===== src/hsv2rgb_pkg.sv =====
// Shared types and constants for the HSV to RGB converter pipeline.
// No dependencies; used by every module of the converter.
`timescale 1ns / 1ps

package hsv2rgb_pkg;

    localparam int unsigned IN_W    = 16;
    localparam int unsigned CODE_W  = 8;
    localparam int unsigned PCT_W   = 7;
    localparam int unsigned HUE_W   = 9;
    localparam int unsigned DEG_W   = 6;

    localparam logic [PCT_W-1:0]  PCT_MAX      = 7'd100;
    // floor(u / 360) for 16-bit u: (u * HUE_RECIP) >> 24
    localparam logic [15:0]       HUE_RECIP    = 16'd46604;
    // 32768 mod 360, removes the sign offset of the hue
    localparam logic [HUE_W-1:0]  HUE_BIAS     = 9'd8;
    localparam logic [HUE_W-1:0]  HUE_TURN_LESS_BIAS = 9'd352;
    // floor(255 * p / 100): (p * PCT_RECIP) >> 22
    localparam logic [23:0]       PCT_RECIP    = 24'd10695720;
    // floor(y / 255) for y below 65536: (y * DIV255_RECIP) >> 24
    localparam logic [16:0]       DIV255_RECIP = 17'd65794;
    localparam logic [16:0]       CEIL255_ADD  = 17'd254;
    // floor(z / 60) for 14-bit z: (z * DIV60_RECIP) >> 20
    localparam logic [14:0]       DIV60_RECIP  = 15'd17477;

    localparam logic [HUE_W-1:0]  DEG_60  = 9'd60;
    localparam logic [HUE_W-1:0]  DEG_120 = 9'd120;
    localparam logic [HUE_W-1:0]  DEG_180 = 9'd180;
    localparam logic [HUE_W-1:0]  DEG_240 = 9'd240;
    localparam logic [HUE_W-1:0]  DEG_300 = 9'd300;
    localparam logic [HUE_W-1:0]  DEG_360 = 9'd360;

    typedef enum logic [2:0] {
        SEC_RED_GREEN_RISE  = 3'd0,
        SEC_RED_FALL        = 3'd1,
        SEC_BLUE_RISE       = 3'd2,
        SEC_GREEN_FALL      = 3'd3,
        SEC_RED_RISE        = 3'd4,
        SEC_BLUE_FALL       = 3'd5
    } sector_t;

    typedef struct packed {
        logic [HUE_W-1:0]  hue;
        logic [CODE_W-1:0] sat;
        logic [CODE_W-1:0] val;
        logic [CODE_W-1:0] alpha;
    } prep_t;

    typedef struct packed {
        sector_t           sector;
        logic [DEG_W-1:0]  offset;
        logic [CODE_W-1:0] hi;
        logic [CODE_W-1:0] lo;
        logic [CODE_W-1:0] span;
        logic [CODE_W-1:0] alpha;
    } chroma_t;

    typedef struct packed {
        logic [CODE_W-1:0] red;
        logic [CODE_W-1:0] green;
        logic [CODE_W-1:0] blue;
        logic [CODE_W-1:0] alpha;
    } rgba_t;

endpackage


===== src/hsv2rgb_prep.sv =====
// Front end: hue wrap into 0..359 and percent clamp and scale to 8-bit codes.
// Two register stages. Depends on hsv2rgb_pkg.
`timescale 1ns / 1ps

module hsv2rgb_prep (
    input  logic                                   aclk,
    input  logic                                   aresetn,
    input  logic                                   in_valid,
    output logic                                   in_ready,
    input  logic signed [hsv2rgb_pkg::IN_W-1:0]    in_hue,
    input  logic signed [hsv2rgb_pkg::IN_W-1:0]    in_sat,
    input  logic signed [hsv2rgb_pkg::IN_W-1:0]    in_val,
    input  logic [hsv2rgb_pkg::CODE_W-1:0]         in_alpha,
    output logic                                   out_valid,
    input  logic                                   out_ready,
    output hsv2rgb_pkg::prep_t                     out_data
);

    function automatic logic [hsv2rgb_pkg::PCT_W-1:0] clamp_pct(
        input logic signed [hsv2rgb_pkg::IN_W-1:0] x
    );
        logic [hsv2rgb_pkg::PCT_W-1:0] r;
        if (x[hsv2rgb_pkg::IN_W-1]) begin
            r = '0;
        end else if (x > $signed({1'b0, 8'd0, hsv2rgb_pkg::PCT_MAX})) begin
            r = hsv2rgb_pkg::PCT_MAX;
        end else begin
            r = x[hsv2rgb_pkg::PCT_W-1:0];
        end
        return r;
    endfunction

    logic                            a_vld_reg, a_vld_next;
    logic [hsv2rgb_pkg::PCT_W-1:0]   a_sat_reg, a_val_reg;
    logic [15:0]                     a_hue_reg;
    logic [7:0]                      a_quo_reg;
    logic [hsv2rgb_pkg::CODE_W-1:0]  a_alpha_reg;
    logic                            b_vld_reg, b_vld_next;
    hsv2rgb_pkg::prep_t              b_data_reg, b_data_next;

    logic        a_en, b_en;
    logic [15:0] hue_off;
    logic [31:0] quo_prod;
    logic [16:0] quo_x360;
    logic [15:0] rem_full;
    logic [hsv2rgb_pkg::HUE_W-1:0] rem;
    logic [30:0] sat_prod, val_prod;

    assign b_en     = !b_vld_reg || out_ready;
    assign a_en     = !a_vld_reg || b_en;
    assign in_ready = a_en;

    // stage A: clamp, offset the hue to unsigned and estimate the turn count
    assign hue_off  = {~in_hue[15], in_hue[14:0]};
    assign quo_prod = hue_off * hsv2rgb_pkg::HUE_RECIP;

    always_comb begin
        a_vld_next = a_en ? in_valid : a_vld_reg;
        b_vld_next = b_en ? a_vld_reg : b_vld_reg;
    end

    // stage B: remainder, bias removal, percent scaling
    assign quo_x360 = {1'b0, a_quo_reg, 8'd0} + {3'd0, a_quo_reg, 6'd0}
                    + {4'd0, a_quo_reg, 5'd0} + {6'd0, a_quo_reg, 3'd0};
    assign rem_full = a_hue_reg - quo_x360[15:0];
    assign rem      = rem_full[hsv2rgb_pkg::HUE_W-1:0];
    assign sat_prod = a_sat_reg * hsv2rgb_pkg::PCT_RECIP;
    assign val_prod = a_val_reg * hsv2rgb_pkg::PCT_RECIP;

    always_comb begin
        b_data_next = b_data_reg;
        if (b_en) begin
            if (rem < hsv2rgb_pkg::HUE_BIAS) begin
                b_data_next.hue = rem + hsv2rgb_pkg::HUE_TURN_LESS_BIAS;
            end else begin
                b_data_next.hue = rem - hsv2rgb_pkg::HUE_BIAS;
            end
            b_data_next.sat   = sat_prod[29:22];
            b_data_next.val   = val_prod[29:22];
            b_data_next.alpha = a_alpha_reg;
        end
    end

    always_ff @(posedge aclk) begin
        if (!aresetn) begin
            a_vld_reg <= 1'b0;
            b_vld_reg <= 1'b0;
        end else begin
            a_vld_reg <= a_vld_next;
            b_vld_reg <= b_vld_next;
        end
    end

    always_ff @(posedge aclk) begin
        if (a_en) begin
            a_sat_reg   <= clamp_pct(in_sat);
            a_val_reg   <= clamp_pct(in_val);
            a_hue_reg   <= hue_off;
            a_quo_reg   <= quo_prod[31:24];
            a_alpha_reg <= in_alpha;
        end
        b_data_reg <= b_data_next;
    end

    assign out_valid = b_vld_reg;
    assign out_data  = b_data_reg;

endmodule


===== src/hsv2rgb_chroma.sv =====
// Middle: chroma span from saturation and value, min level, hue sector decode.
// Two register stages. Depends on hsv2rgb_pkg.
`timescale 1ns / 1ps

module hsv2rgb_chroma (
    input  logic                   aclk,
    input  logic                   aresetn,
    input  logic                   in_valid,
    output logic                   in_ready,
    input  hsv2rgb_pkg::prep_t     in_data,
    output logic                   out_valid,
    input  logic                   out_ready,
    output hsv2rgb_pkg::chroma_t   out_data
);

    logic                            c_vld_reg, c_vld_next;
    logic [15:0]                     c_prod_reg;
    logic [hsv2rgb_pkg::HUE_W-1:0]   c_hue_reg;
    logic [hsv2rgb_pkg::CODE_W-1:0]  c_hi_reg;
    logic [hsv2rgb_pkg::CODE_W-1:0]  c_alpha_reg;
    logic                            d_vld_reg, d_vld_next;
    hsv2rgb_pkg::chroma_t            d_data_reg, d_data_next;

    logic        c_en, d_en;
    logic [16:0] ceil_num;
    logic [33:0] ceil_prod;
    logic [hsv2rgb_pkg::CODE_W-1:0] span;
    hsv2rgb_pkg::sector_t           sector;
    logic [hsv2rgb_pkg::HUE_W-1:0]  offset_full;

    assign d_en     = !d_vld_reg || out_ready;
    assign c_en     = !c_vld_reg || d_en;
    assign in_ready = c_en;

    always_comb begin
        c_vld_next = c_en ? in_valid : c_vld_reg;
        d_vld_next = d_en ? c_vld_reg : d_vld_reg;
    end

    // span = ceil(s8 * max / 255)
    assign ceil_num  = {1'b0, c_prod_reg} + hsv2rgb_pkg::CEIL255_ADD;
    assign ceil_prod = ceil_num * hsv2rgb_pkg::DIV255_RECIP;
    assign span      = ceil_prod[31:24];

    always_comb begin
        if (c_hue_reg <= hsv2rgb_pkg::DEG_60) begin
            sector      = hsv2rgb_pkg::SEC_RED_GREEN_RISE;
            offset_full = c_hue_reg;
        end else if (c_hue_reg <= hsv2rgb_pkg::DEG_120) begin
            sector      = hsv2rgb_pkg::SEC_RED_FALL;
            offset_full = hsv2rgb_pkg::DEG_120 - c_hue_reg;
        end else if (c_hue_reg <= hsv2rgb_pkg::DEG_180) begin
            sector      = hsv2rgb_pkg::SEC_BLUE_RISE;
            offset_full = c_hue_reg - hsv2rgb_pkg::DEG_120;
        end else if (c_hue_reg <= hsv2rgb_pkg::DEG_240) begin
            sector      = hsv2rgb_pkg::SEC_GREEN_FALL;
            offset_full = hsv2rgb_pkg::DEG_240 - c_hue_reg;
        end else if (c_hue_reg <= hsv2rgb_pkg::DEG_300) begin
            sector      = hsv2rgb_pkg::SEC_RED_RISE;
            offset_full = c_hue_reg - hsv2rgb_pkg::DEG_240;
        end else begin
            sector      = hsv2rgb_pkg::SEC_BLUE_FALL;
            offset_full = hsv2rgb_pkg::DEG_360 - c_hue_reg;
        end
    end

    always_comb begin
        d_data_next = d_data_reg;
        if (d_en) begin
            d_data_next.sector = sector;
            d_data_next.offset = offset_full[hsv2rgb_pkg::DEG_W-1:0];
            d_data_next.hi     = c_hi_reg;
            d_data_next.lo     = c_hi_reg - span;
            d_data_next.span   = span;
            d_data_next.alpha  = c_alpha_reg;
        end
    end

    always_ff @(posedge aclk) begin
        if (!aresetn) begin
            c_vld_reg <= 1'b0;
            d_vld_reg <= 1'b0;
        end else begin
            c_vld_reg <= c_vld_next;
            d_vld_reg <= d_vld_next;
        end
    end

    always_ff @(posedge aclk) begin
        if (c_en) begin
            c_prod_reg  <= in_data.sat * in_data.val;
            c_hue_reg   <= in_data.hue;
            c_hi_reg    <= in_data.val;
            c_alpha_reg <= in_data.alpha;
        end
        d_data_reg <= d_data_next;
    end

    assign out_valid = d_vld_reg;
    assign out_data  = d_data_reg;

endmodule


===== src/hsv2rgb_blend.sv =====
// Back end: interpolated channel level and channel routing by sector.
// Two register stages, the last one is the output register. Depends on hsv2rgb_pkg.
`timescale 1ns / 1ps

module hsv2rgb_blend (
    input  logic                   aclk,
    input  logic                   aresetn,
    input  logic                   in_valid,
    output logic                   in_ready,
    input  hsv2rgb_pkg::chroma_t   in_data,
    output logic                   out_valid,
    input  logic                   out_ready,
    output hsv2rgb_pkg::rgba_t     out_data
);

    logic                            e_vld_reg, e_vld_next;
    logic [13:0]                     e_prod_reg;
    hsv2rgb_pkg::sector_t            e_sector_reg;
    logic [hsv2rgb_pkg::CODE_W-1:0]  e_hi_reg, e_lo_reg, e_alpha_reg;
    logic                            f_vld_reg, f_vld_next;
    hsv2rgb_pkg::rgba_t              f_data_reg, f_data_next;

    logic        e_en, f_en;
    logic [28:0] div_prod;
    logic [hsv2rgb_pkg::CODE_W-1:0] mid;

    assign f_en     = !f_vld_reg || out_ready;
    assign e_en     = !e_vld_reg || f_en;
    assign in_ready = e_en;

    always_comb begin
        e_vld_next = e_en ? in_valid : e_vld_reg;
        f_vld_next = f_en ? e_vld_reg : f_vld_reg;
    end

    // mid = floor(offset * span / 60) + min
    assign div_prod = e_prod_reg * hsv2rgb_pkg::DIV60_RECIP;
    assign mid      = div_prod[27:20] + e_lo_reg;

    always_comb begin
        f_data_next = f_data_reg;
        if (f_en) begin
            f_data_next.alpha = e_alpha_reg;
            case (e_sector_reg)
                hsv2rgb_pkg::SEC_RED_GREEN_RISE: begin
                    f_data_next.red   = e_hi_reg;
                    f_data_next.green = mid;
                    f_data_next.blue  = e_lo_reg;
                end
                hsv2rgb_pkg::SEC_RED_FALL: begin
                    f_data_next.red   = mid;
                    f_data_next.green = e_hi_reg;
                    f_data_next.blue  = e_lo_reg;
                end
                hsv2rgb_pkg::SEC_BLUE_RISE: begin
                    f_data_next.red   = e_lo_reg;
                    f_data_next.green = e_hi_reg;
                    f_data_next.blue  = mid;
                end
                hsv2rgb_pkg::SEC_GREEN_FALL: begin
                    f_data_next.red   = e_lo_reg;
                    f_data_next.green = mid;
                    f_data_next.blue  = e_hi_reg;
                end
                hsv2rgb_pkg::SEC_RED_RISE: begin
                    f_data_next.red   = mid;
                    f_data_next.green = e_lo_reg;
                    f_data_next.blue  = e_hi_reg;
                end
                hsv2rgb_pkg::SEC_BLUE_FALL: begin
                    f_data_next.red   = e_hi_reg;
                    f_data_next.green = e_lo_reg;
                    f_data_next.blue  = mid;
                end
                default: begin
                    f_data_next.red   = e_hi_reg;
                    f_data_next.green = mid;
                    f_data_next.blue  = e_lo_reg;
                end
            endcase
        end
    end

    always_ff @(posedge aclk) begin
        if (!aresetn) begin
            e_vld_reg <= 1'b0;
            f_vld_reg <= 1'b0;
        end else begin
            e_vld_reg <= e_vld_next;
            f_vld_reg <= f_vld_next;
        end
    end

    always_ff @(posedge aclk) begin
        if (e_en) begin
            e_prod_reg   <= in_data.offset * in_data.span;
            e_sector_reg <= in_data.sector;
            e_hi_reg     <= in_data.hi;
            e_lo_reg     <= in_data.lo;
            e_alpha_reg  <= in_data.alpha;
        end
        f_data_reg <= f_data_next;
    end

    assign out_valid = f_vld_reg;
    assign out_data  = f_data_reg;

endmodule


===== src/hsv_to_rgb_converter.sv =====
// Top level of the HSV to RGB converter: three pipeline sections in a row.
// Depends on hsv2rgb_pkg, hsv2rgb_prep, hsv2rgb_chroma, hsv2rgb_blend.
//
//   side     ports                       beat contents (lowest bits first)
//   input    s_tvalid s_tready s_tdata   hue[15:0] sat[31:16] bri[47:32] alpha[55:48]
//   result   m_tvalid m_tready m_tdata   red[7:0] green[15:8] blue[23:16] alpha[31:24]
//
// One beat enters per clock unless back pressure from m_tready stalls the pipeline.
// Depth is six register stages: two in the hue/percent front end, two in the
// chroma section, two in the blend section, the last being the output register.
// Each stage holds its own valid bit and advances when empty or when the next
// stage advances, so back pressure fills bubbles before stopping s_tready.
// aresetn is synchronous, active low, and clears the valid bits only.
`timescale 1ns / 1ps

module hsv_to_rgb_converter (
    input  logic        aclk,
    input  logic        aresetn,
    input  logic        s_tvalid,
    output logic        s_tready,
    input  logic [55:0] s_tdata,   // hue, saturation, brightness, alpha_in
    output logic        m_tvalid,
    input  logic        m_tready,
    output logic [31:0] m_tdata    // red, green, blue, alpha_out
);

    logic                 prep_valid, prep_ready;
    hsv2rgb_pkg::prep_t   prep_data;
    logic                 chroma_valid, chroma_ready;
    hsv2rgb_pkg::chroma_t chroma_data;
    hsv2rgb_pkg::rgba_t   rgba;

    hsv2rgb_prep u_prep (
        .aclk      (aclk),
        .aresetn   (aresetn),
        .in_valid  (s_tvalid),
        .in_ready  (s_tready),
        .in_hue    (s_tdata[15:0]),
        .in_sat    (s_tdata[31:16]),
        .in_val    (s_tdata[47:32]),
        .in_alpha  (s_tdata[55:48]),
        .out_valid (prep_valid),
        .out_ready (prep_ready),
        .out_data  (prep_data)
    );

    hsv2rgb_chroma u_chroma (
        .aclk      (aclk),
        .aresetn   (aresetn),
        .in_valid  (prep_valid),
        .in_ready  (prep_ready),
        .in_data   (prep_data),
        .out_valid (chroma_valid),
        .out_ready (chroma_ready),
        .out_data  (chroma_data)
    );

    hsv2rgb_blend u_blend (
        .aclk      (aclk),
        .aresetn   (aresetn),
        .in_valid  (chroma_valid),
        .in_ready  (chroma_ready),
        .in_data   (chroma_data),
        .out_valid (m_tvalid),
        .out_ready (m_tready),
        .out_data  (rgba)
    );

    assign m_tdata = {rgba.alpha, rgba.blue, rgba.green, rgba.red};

`ifndef SYNTHESIS
    a_hue_wrapped: assert property (@(posedge aclk) disable iff (!aresetn)
        prep_valid |-> prep_data.hue < hsv2rgb_pkg::DEG_360)
        else $error("wrapped hue out of range");

    a_min_below_max: assert property (@(posedge aclk) disable iff (!aresetn)
        chroma_valid |-> (chroma_data.lo <= chroma_data.hi
                          && chroma_data.span == chroma_data.hi - chroma_data.lo))
        else $error("chroma min above max");

    a_stall_only_when_full: assert property (@(posedge aclk) disable iff (!aresetn)
        !s_tready |-> (m_tvalid && !m_tready && prep_valid && chroma_valid))
        else $error("input stalled with room in the pipeline");

    a_reset_empty: assert property (@(posedge aclk)
        !aresetn |=> !m_tvalid && !prep_valid && !chroma_valid)
        else $error("pipeline not empty after reset");
`endif

endmodule


===== config.mk =====
export PLATFORM = sky130hd
export DESIGN_NAME = hsv_to_rgb_converter
export DESIGN_NICKNAME = d
export VERILOG_FILES = /design/src/hsv2rgb_pkg.sv /design/src/hsv2rgb_prep.sv /design/src/hsv2rgb_chroma.sv /design/src/hsv2rgb_blend.sv /design/src/hsv_to_rgb_converter.sv
export SDC_FILE = /design/constraint.sdc
export NUM_CORES = 1
export LEC_CHECK = 0
export BUFFER_PORTS_ARGS = -buffer_cell sky130_fd_sc_hd__buf_2
export CORE_MARGIN = 8
export CORE_UTILIZATION = 65
export CTS_BUF_LIST = sky130_fd_sc_hd__clkbuf_4
export DETAILED_ROUTE_END_ITERATION = 7
export PLACE_DENSITY_LB_ADDON = 0.12
export SLEW_MARGIN = 10
export SYNTH_ARGS = -nofsm -noshare
export SYNTH_HDL_FRONTEND = slang
export SYNTH_SLANG_ARGS = --single-unit

===== constraint.sdc =====
create_clock -name aclk -period 15.9 [get_ports aclk]
set_input_delay 1.59 -clock aclk [delete_from_list [all_inputs] [get_ports aclk]]
set_output_delay 1.59 -clock aclk [all_outputs]
set_load 0.1 [all_outputs]

==> results of run 1 <==
cells in the mapped netlist (3+ instances only):
library cell	n	area share, %
sky130_fd_sc_hd__o21bai_1	15	0.51
sky130_fd_sc_hd__or3_1	3	0.085
sky130_fd_sc_hd__nand2_1	105	1.8
sky130_fd_sc_hd__nand2b_1	12	0.34
sky130_fd_sc_hd__a21boi_0	4	0.14
sky130_fd_sc_hd__dfxtp_1	6	0.54
sky130_fd_sc_hd__o31ai_1	3	0.10
sky130_fd_sc_hd__nand4_1	10	0.28
sky130_fd_sc_hd__a311oi_1	5	0.20
sky130_fd_sc_hd__fa_1	165	15
sky130_fd_sc_hd__and3_1	7	0.20
sky130_fd_sc_hd__a211oi_1	10	0.34
sky130_fd_sc_hd__inv_1	357	6.1
sky130_fd_sc_hd__and2_1	70	2.0
sky130_fd_sc_hd__ha_1	466	26
sky130_fd_sc_hd__mux2i_1	3	0.14
sky130_fd_sc_hd__xor2_1	38	1.5
sky130_fd_sc_hd__nor2_1	76	1.3
sky130_fd_sc_hd__a21o_1	32	1.1
sky130_fd_sc_hd__mux2_2	4	0.20
sky130_fd_sc_hd__nor2b_1	11	0.31
sky130_fd_sc_hd__o211ai_1	8	0.27
sky130_fd_sc_hd__edfxtp_1	225	31
sky130_fd_sc_hd__a211o_1	4	0.16
sky130_fd_sc_hd__nor4_1	8	0.23
sky130_fd_sc_hd__a2111oi_0	4	0.16
sky130_fd_sc_hd__nand3_1	17	0.38
sky130_fd_sc_hd__a31oi_1	9	0.25
sky130_fd_sc_hd__xnor2_1	76	3.0
sky130_fd_sc_hd__or2_2	10	0.28
sky130_fd_sc_hd__o22ai_1	11	0.31
sky130_fd_sc_hd__o21a_1	11	0.37
sky130_fd_sc_hd__a21oi_1	99	2.2
sky130_fd_sc_hd__clkbuf_1	16	0.27
sky130_fd_sc_hd__o2111ai_1	3	0.12
sky130_fd_sc_hd__nor3_1	7	0.16
sky130_fd_sc_hd__o21ai_0	43	0.97
layer usage:
layer	vias to the layer above	global-route usage, %	share of wire [%]
li1	7204	-	-
met1	6916	23.3	40
met2	329	38.8	52
met3	101	3.60	4.0
met4	0	9.09	3.3
met5	-	0	0
per-stage QoR:
step	cells	cell area, um^2	util, %	worst slack [ps]	hold slack (ps)
2_1_floorplan	1996	22100	-	9620	400
3_3_place_gp	2524	23100	68.9	9220	400
3_5_place_dp	2524	23100	68.9	9170	405
4_1_cts	2636	23900	71.4	9200	364
5_1_grt	2637	23900	71.4	8850	394
6_report	2637	23900	71.4	9240	369
critical path, cell delays in order (launching register included):
cell	delay (ps)
sky130_fd_sc_hd__edfxtp_1	430
sky130_fd_sc_hd__or4_4	570
sky130_fd_sc_hd__nor4_1	590
sky130_fd_sc_hd__and3b_1	280
sky130_fd_sc_hd__xor2_1	320
sky130_fd_sc_hd__ha_1	310
sky130_fd_sc_hd__ha_1	290
sky130_fd_sc_hd__ha_1	220
sky130_fd_sc_hd__a2111oi_0	700
sky130_fd_sc_hd__a211o_1	230
sky130_fd_sc_hd__a211o_1	160
sky130_fd_sc_hd__nand3b_4	100
sky130_fd_sc_hd__a21oi_4	200
sky130_fd_sc_hd__xnor2_1	200
sky130_fd_sc_hd__inv_1	130
sky130_fd_sc_hd__ha_1	280
sky130_fd_sc_hd__nor2b_1	130
sky130_fd_sc_hd__o21ai_0	230
sky130_fd_sc_hd__a21boi_0	160
sky130_fd_sc_hd__o21ai_0	170
sky130_fd_sc_hd__nand2b_1	100
sky130_fd_sc_hd__a21o_1	180
sky130_fd_sc_hd__a21oi_1	170
sky130_fd_sc_hd__xnor2_1	160
sky130_fd_sc_hd__xnor2_1	80
cell families after synthesis:
| group | after synthesis |
|---|---|
| AO/OA/AOI/OAI | 290 |
| XOR/XNOR | 114 |
| adder cells (fa/ha/maj) | 631 |
| buffers and inverters | 374 |
| flip-flops | 231 |
| multiplexers | 7 |
| AND/OR/NAND/NOR | 349 |
how the worst max path moves through the flow:
stage	slack, ps	from	depth (start not counted)	endpoint
global placement	9220	s_tdata[4]	16	u_prep.a_quo_reg[5]
global route	8850	u_chroma.c_prod_reg[6]	26	u_chroma.out_data[23]
CTS	9200	u_chroma.c_prod_reg[6]	26	u_chroma.out_data[23]
floorplan	9620	s_tdata[2]	15	u_prep.a_quo_reg[5]
finish	9240	u_chroma.c_prod_reg[6]	24	u_chroma.out_data[23]
detailed placement	9170	s_tdata[4]	16	u_prep.a_quo_reg[5]
cell type report:
class	count	area [um^2]	area share (%)
antenna	1	2.50	0.0105
clock buffer	92	691	2.89
clock inverter	20	129	0.538
inverter	357	1340	5.60
multi-input combinational	1391	13800	57.8
sequential	231	6880	28.7
tap	448	561	2.34
timing repair buffer	97	495	2.07
==> results.txt, run 1 <==
----------------------------------------------------
[Placed design]
  Routability congestion estimate ... 0.925
  IO buf count ... 93
  Placed wire-length estimate ... 33700 um

[Cells and area]
  Share of layout cells above drive strength 1 ... 10.3%
  Most common library cell in the layout ignoring fill and taps ... sky130_fd_sc_hd__ha_1
  Synthesis-to-finish area growth ... 8.24%
  Largest register FFs ... 41
  Number of nets at the end of the flow ... 2835
  Most used cells in the layout excluding fill and tap cells ... sky130_fd_sc_hd__ha_1 (466), sky130_fd_sc_hd__inv_1 (356), sky130_fd_sc_hd__edfxtp_1 (225)
  Filler instances ... 2488

[Yosys]
  Synth Area in Compound Gates ... 8.51%
  Netlist cell types ... 72
  Share of flip-flops with an asynchronous set or reset after synthesis ... 0%
  Count of synthesis-stage warnings from yosys ... 0
  Count of mapped cells out of synthesis ... 1996
  Avg Synthesized Cell Area ... 11.1 um^2
  Simple-gate area share of the yosys netlist ... 7.90%
  Largest family of logic cells by synthesized area ... adder cells
  Mux share of post-synthesis cell area ... 0.339%
  Share of the synthesized netlist area taken by xor and xnor gates ... 4.51%
  Most used flip-flop cell after synthesis ... sky130_fd_sc_hd__edfxtp_1
  Number of register bits inferred by synthesis ... 231
  Area share of fa/ha/maj cells after synthesis ... 41.3%
  Cell area after synthesis ... 22100 um^2
  Number of enable flip-flop cells after synthesis ... 225
  Proportion of synthesized chip area in sequential cells ... 31.1%
  Syn Nets ... 2687

[STA]
  Max Clock Freq ... 150 MHz
  Clock Skew ... 80.6 ps
  Final hold violations ... 0
  Transition at the pin with the smallest max-transition slack ... 1110 ps
  Final Cycle Share ... 41.9%
  Max-slew violation count ... 0
  RSZ-0062 raised after global routing ... no
  Sum Neg Setup Slack ... 0 ps
  Final period demand of the worst path ... 6660 ps
  Relative slew slack ... 25.8%
  Total setup violations reported at the end of the flow ... 0

[Min path]
  End of the worst hold path ... u_chroma.c_hue_reg[5]
  Kind of path behind the tightest hold check ... reg -> reg
  Hold Path Depth ... 0
  Source of the worst hold timing path ... u_prep.out_data[29]

[Drt]
  Average vias per placed instance ... 5.52
  Number of detailed-routing iterations run before antenna repair ... 5
  Via count ... 14600
  Mean routed wirelength per cell ... 15.5 um
  Antenna viol nets, final ... 0
  Post-detailed-routing wire length ... 40900 um
  Initial detailed-routing violation count ... 505
  Number of remaining DRC errors ... 0

[CTS]
  TritonCTS Sinks ... 231
  H-tree Lvls ... 3
  Insertion delay to the later sink of the worst-skew pair ... 720 ps
  Root cell of the clock tree ... sky130_fd_sc_hd__clkbuf_4
  Cts hold-fix bufs ... 0
  Worst-case clock buffer depth ... 3
  Clock tree from TritonCTS ... yes
  Clock transition at the registers of the reported paths ... 70 ps
  Number of buffers created by CTS ... 66
  Post-CTS setup buffers ... 0
  Post-CTS sizing ... 0

[Floorplan]
  Standard-cell row count ... 67
  Number of top-level design ports ... 94
  Initial standard-cell utilization of the core ... 66.0%
  Area inside the core boundary ... 33500 um^2
  Horizontal extent of the die ... 200 um
  Overall die height ... 200 um
  Die area ... 40200 um^2

[GRT]
  Largest net degree at the start of global routing ... 42
  Via count of the first global-routing pass ... 15700
  Gr usage total ... 20.9%
  GR Overflow Total ... 0
  Initial antenna violation count ... 1
  Wire length of the first global-routing pass ... 70600 um

[Job]
  Total of max-cap violations ... 0

[Setup path]
  Worst setup SP type ... flop
  Flop-to-flop setup slack ... 9240 ps
  Capturing element type of the critical path ... flop
  Capture point of the worst reg-to-reg path ... u_chroma.out_data[23]
  Critical path class ... reg -> reg
  Cell count of the worst reg-to-reg path ... 24
  Data required time at the worst endpoint ... 16350 ps
  Crit path arrival time ... 7110 ps
  Largest driver fanout on the critical path ... 5
  Critical R2R Launch ... u_chroma.c_prod_reg[6]

[Outcome]
  Run status ... completed

----------------------------------------------------
Power of run 1 is not shown: default switching activity piles up to over one toggle a cycle in this logic, so the estimate is an artifact.
==> run 2: changes to the inputs <==
==> constraint.sdc (replaced) <==
create_clock -name aclk -period 6.5 [get_ports aclk]
set_input_delay 0.65 -clock aclk [delete_from_list [all_inputs] [get_ports aclk]]
set_output_delay 0.65 -clock aclk [all_outputs]
set_load 0.1 [all_outputs]
==> run 2 against run 1 <==
Worst hold slack lost 200 ps; largest cell class unchanged; global-route usage is essentially flat; register-to-register slack lost 9000 ps; sequential share of layout area shrank 0.20 points; count of clock-buffer cells in the layout shrank 13; non-clock buffer count grew 24; utilization grew 0.50 points; via count grew 0.73%.
==> results.txt, run 2 (synthesis results as in run 1) <==
----------------------------------------------------
[Outcome]
  Run status ... completed

[STA]
  Final Cycle Share ... 95.8%
  Post-route worst setup slack ... 273 ps
  Total setup violations reported at the end of the flow ... 0
  Worst Hold Margin ... 172 ps
  RSZ-0062 raised after global routing ... yes
  Transition at the pin with the smallest max-transition slack ... 1020 ps
  Sum Neg Setup Slack ... 0 ps
  Final period demand of the worst path ... 6230 ps
  Max Clock Freq ... 161 MHz
  Relative slew slack ... 31.7%
  Final hold violations ... 0
  Clock Skew ... 78.3 ps
  Max-slew violation count ... 0

[Setup path]
  Capture point of the worst reg-to-reg path ... u_blend.out_data[15]
  Largest driver fanout on the critical path ... 3
  Flop-to-flop setup slack ... 270 ps
  Crit path arrival time ... 6730 ps
  Worst setup SP type ... flop
  Data required time at the worst endpoint ... 7000 ps
  Capturing element type of the critical path ... flop
  Critical path class ... reg -> reg
  Cell count of the worst reg-to-reg path ... 22
  Critical R2R Launch ... u_blend.e_prod_reg[11]

[Cells and area]
  Most common library cell in the layout ignoring fill and taps ... sky130_fd_sc_hd__ha_1
  Most used cells in the layout excluding fill and tap cells ... sky130_fd_sc_hd__ha_1 (465), sky130_fd_sc_hd__inv_1 (357), sky130_fd_sc_hd__edfxtp_1 (225)
  Number of nets at the end of the flow ... 2850
  Filler instances ... 2407
  Synthesis-to-finish area growth ... 8.99%
  Largest register FFs ... 41
  Share of layout cells above drive strength 1 ... 10.8%

[Floorplan]
  Initial standard-cell utilization of the core ... 66.0%
  Area inside the core boundary ... 33500 um^2
  Standard-cell row count ... 67
  Die area ... 40200 um^2
  Overall die height ... 200 um
  Horizontal extent of the die ... 200 um
  Number of top-level design ports ... 94

[Drt]
  Number of remaining DRC errors ... 0
  Antenna viol nets, final ... 0
  Initial detailed-routing violation count ... 474
  Mean routed wirelength per cell ... 15.7 um
  Average vias per placed instance ... 5.53
  Post-detailed-routing wire length ... 41600 um
  Via count ... 14700
  Number of detailed-routing iterations run before antenna repair ... 4

[Min path]
  Kind of path behind the tightest hold check ... in -> reg
  Source of the worst hold timing path ... aresetn
  Hold Path Depth ... 2
  End of the worst hold path ... u_chroma.out_valid

[Placed design]
  Setup slack at placement ... 70.1 ps
  IO buf count ... 93
  Routability congestion estimate ... 0.909
  Placed wire-length estimate ... 33800 um

[GRT]
  Gr usage total ... 21.0%
  Initial antenna violation count ... 1
  Largest net degree at the start of global routing ... 42
  Wire length of the first global-routing pass ... 71100 um
  GR Overflow Total ... 0
  Via count of the first global-routing pass ... 15700

[CTS]
  H-tree Lvls ... 2
  TritonCTS Sinks ... 231
  Worst-case clock buffer depth ... 3
  Clock tree from TritonCTS ... yes
  Insertion delay to the later sink of the worst-skew pair ... 770 ps
  Clock transition at the registers of the reported paths ... 70 ps
  Number of buffers created by CTS ... 57
  Root cell of the clock tree ... sky130_fd_sc_hd__clkbuf_4

[Job]
  Total of max-cap violations ... 0

----------------------------------------------------
run 2: how the worst max path moves through the flow:
stage                      startpoint                     to  slack [ps]
5_1_grt        u_blend.e_prod_reg[12]   u_blend.out_data[22]         -60
3_3_place_gp   u_blend.e_prod_reg[11]   u_blend.out_data[22]         270
4_1_cts        u_blend.e_prod_reg[11]   u_blend.out_data[22]          50
3_5_place_dp   u_blend.e_prod_reg[11]   u_blend.out_data[22]          70
6_report       u_blend.e_prod_reg[11]   u_blend.out_data[15]         270
2_1_floorplan  u_chroma.c_prod_reg[6]  u_chroma.out_data[23]         560
run 2: per-stage QoR:
| step | utilization (%) | cells | area [um^2] |
|---|---|---|---|
| 2_1_floorplan | - | 1996 | 22100 |
| 3_3_place_gp | 69.1 | 2530 | 23200 |
| 3_5_place_dp | 69.1 | 2530 | 23200 |
| 4_1_cts | 71.5 | 2641 | 24000 |
| 5_1_grt | 71.9 | 2652 | 24100 |
| 6_report | 71.9 | 2652 | 24100 |
run 2: layer usage:
| metal | wire [um] | vias to the layer above | GRT usage (%) |
|---|---|---|---|
| li1 | - | 7235 | - |
| met5 | 0 | - | 0 |
| met1 | 16700 | 7019 | 23.2 |
| met4 | 1350 | 0 | 8.20 |
| met3 | 1720 | 92 | 3.65 |
| met2 | 21800 | 310 | 39.5 |
run 2: cell type report:
type	instances	area [um^2]	share of cell area [%]
Timing Repair Buffer	121	696	2.89
Clock buffer	79	593	2.46
Multi-Input combinational cell	1391	13900	57.7
Antenna cell	1	2.50	0.0104
Sequential cell	231	6880	28.5
Clock inverter	24	140	0.581
Inverter	357	1340	5.56
Tap cell	448	561	2.33
run 2: timing repair:
| item | 4_1_cts | 5_1_grt |
|---|---|---|
| hold endpoints to repair | 8 | 0 |
| buffers inserted | 0 | 10 |
| hold buffers | 8 | 0 |
| setup endpoints to repair | 0 | 6 |
| resized for setup | 0 | 9 |
run 2: critical path: stages (launching register included):
cell and delay [ps]:
sky130_fd_sc_hd__edfxtp_1 430, sky130_fd_sc_hd__ha_1 350, sky130_fd_sc_hd__fa_1 540, sky130_fd_sc_hd__fa_1 450, sky130_fd_sc_hd__fa_1 450, sky130_fd_sc_hd__fa_1 440
sky130_fd_sc_hd__ha_1 320, sky130_fd_sc_hd__a21o_1 170, sky130_fd_sc_hd__a221o_1 360, sky130_fd_sc_hd__a31oi_2 190, sky130_fd_sc_hd__o21ai_0 180, sky130_fd_sc_hd__and2_1 230
sky130_fd_sc_hd__o21a_1 190, sky130_fd_sc_hd__nor2_1 120, sky130_fd_sc_hd__ha_1 280, sky130_fd_sc_hd__a21oi_2 180, sky130_fd_sc_hd__o21bai_1 80, sky130_fd_sc_hd__a21oi_1 240
sky130_fd_sc_hd__o21bai_1 90, sky130_fd_sc_hd__a21oi_1 210, sky130_fd_sc_hd__xnor2_1 110, sky130_fd_sc_hd__xnor2_1 270, sky130_fd_sc_hd__a21oi_1 100
Power of run 2 is left out for the same reason.
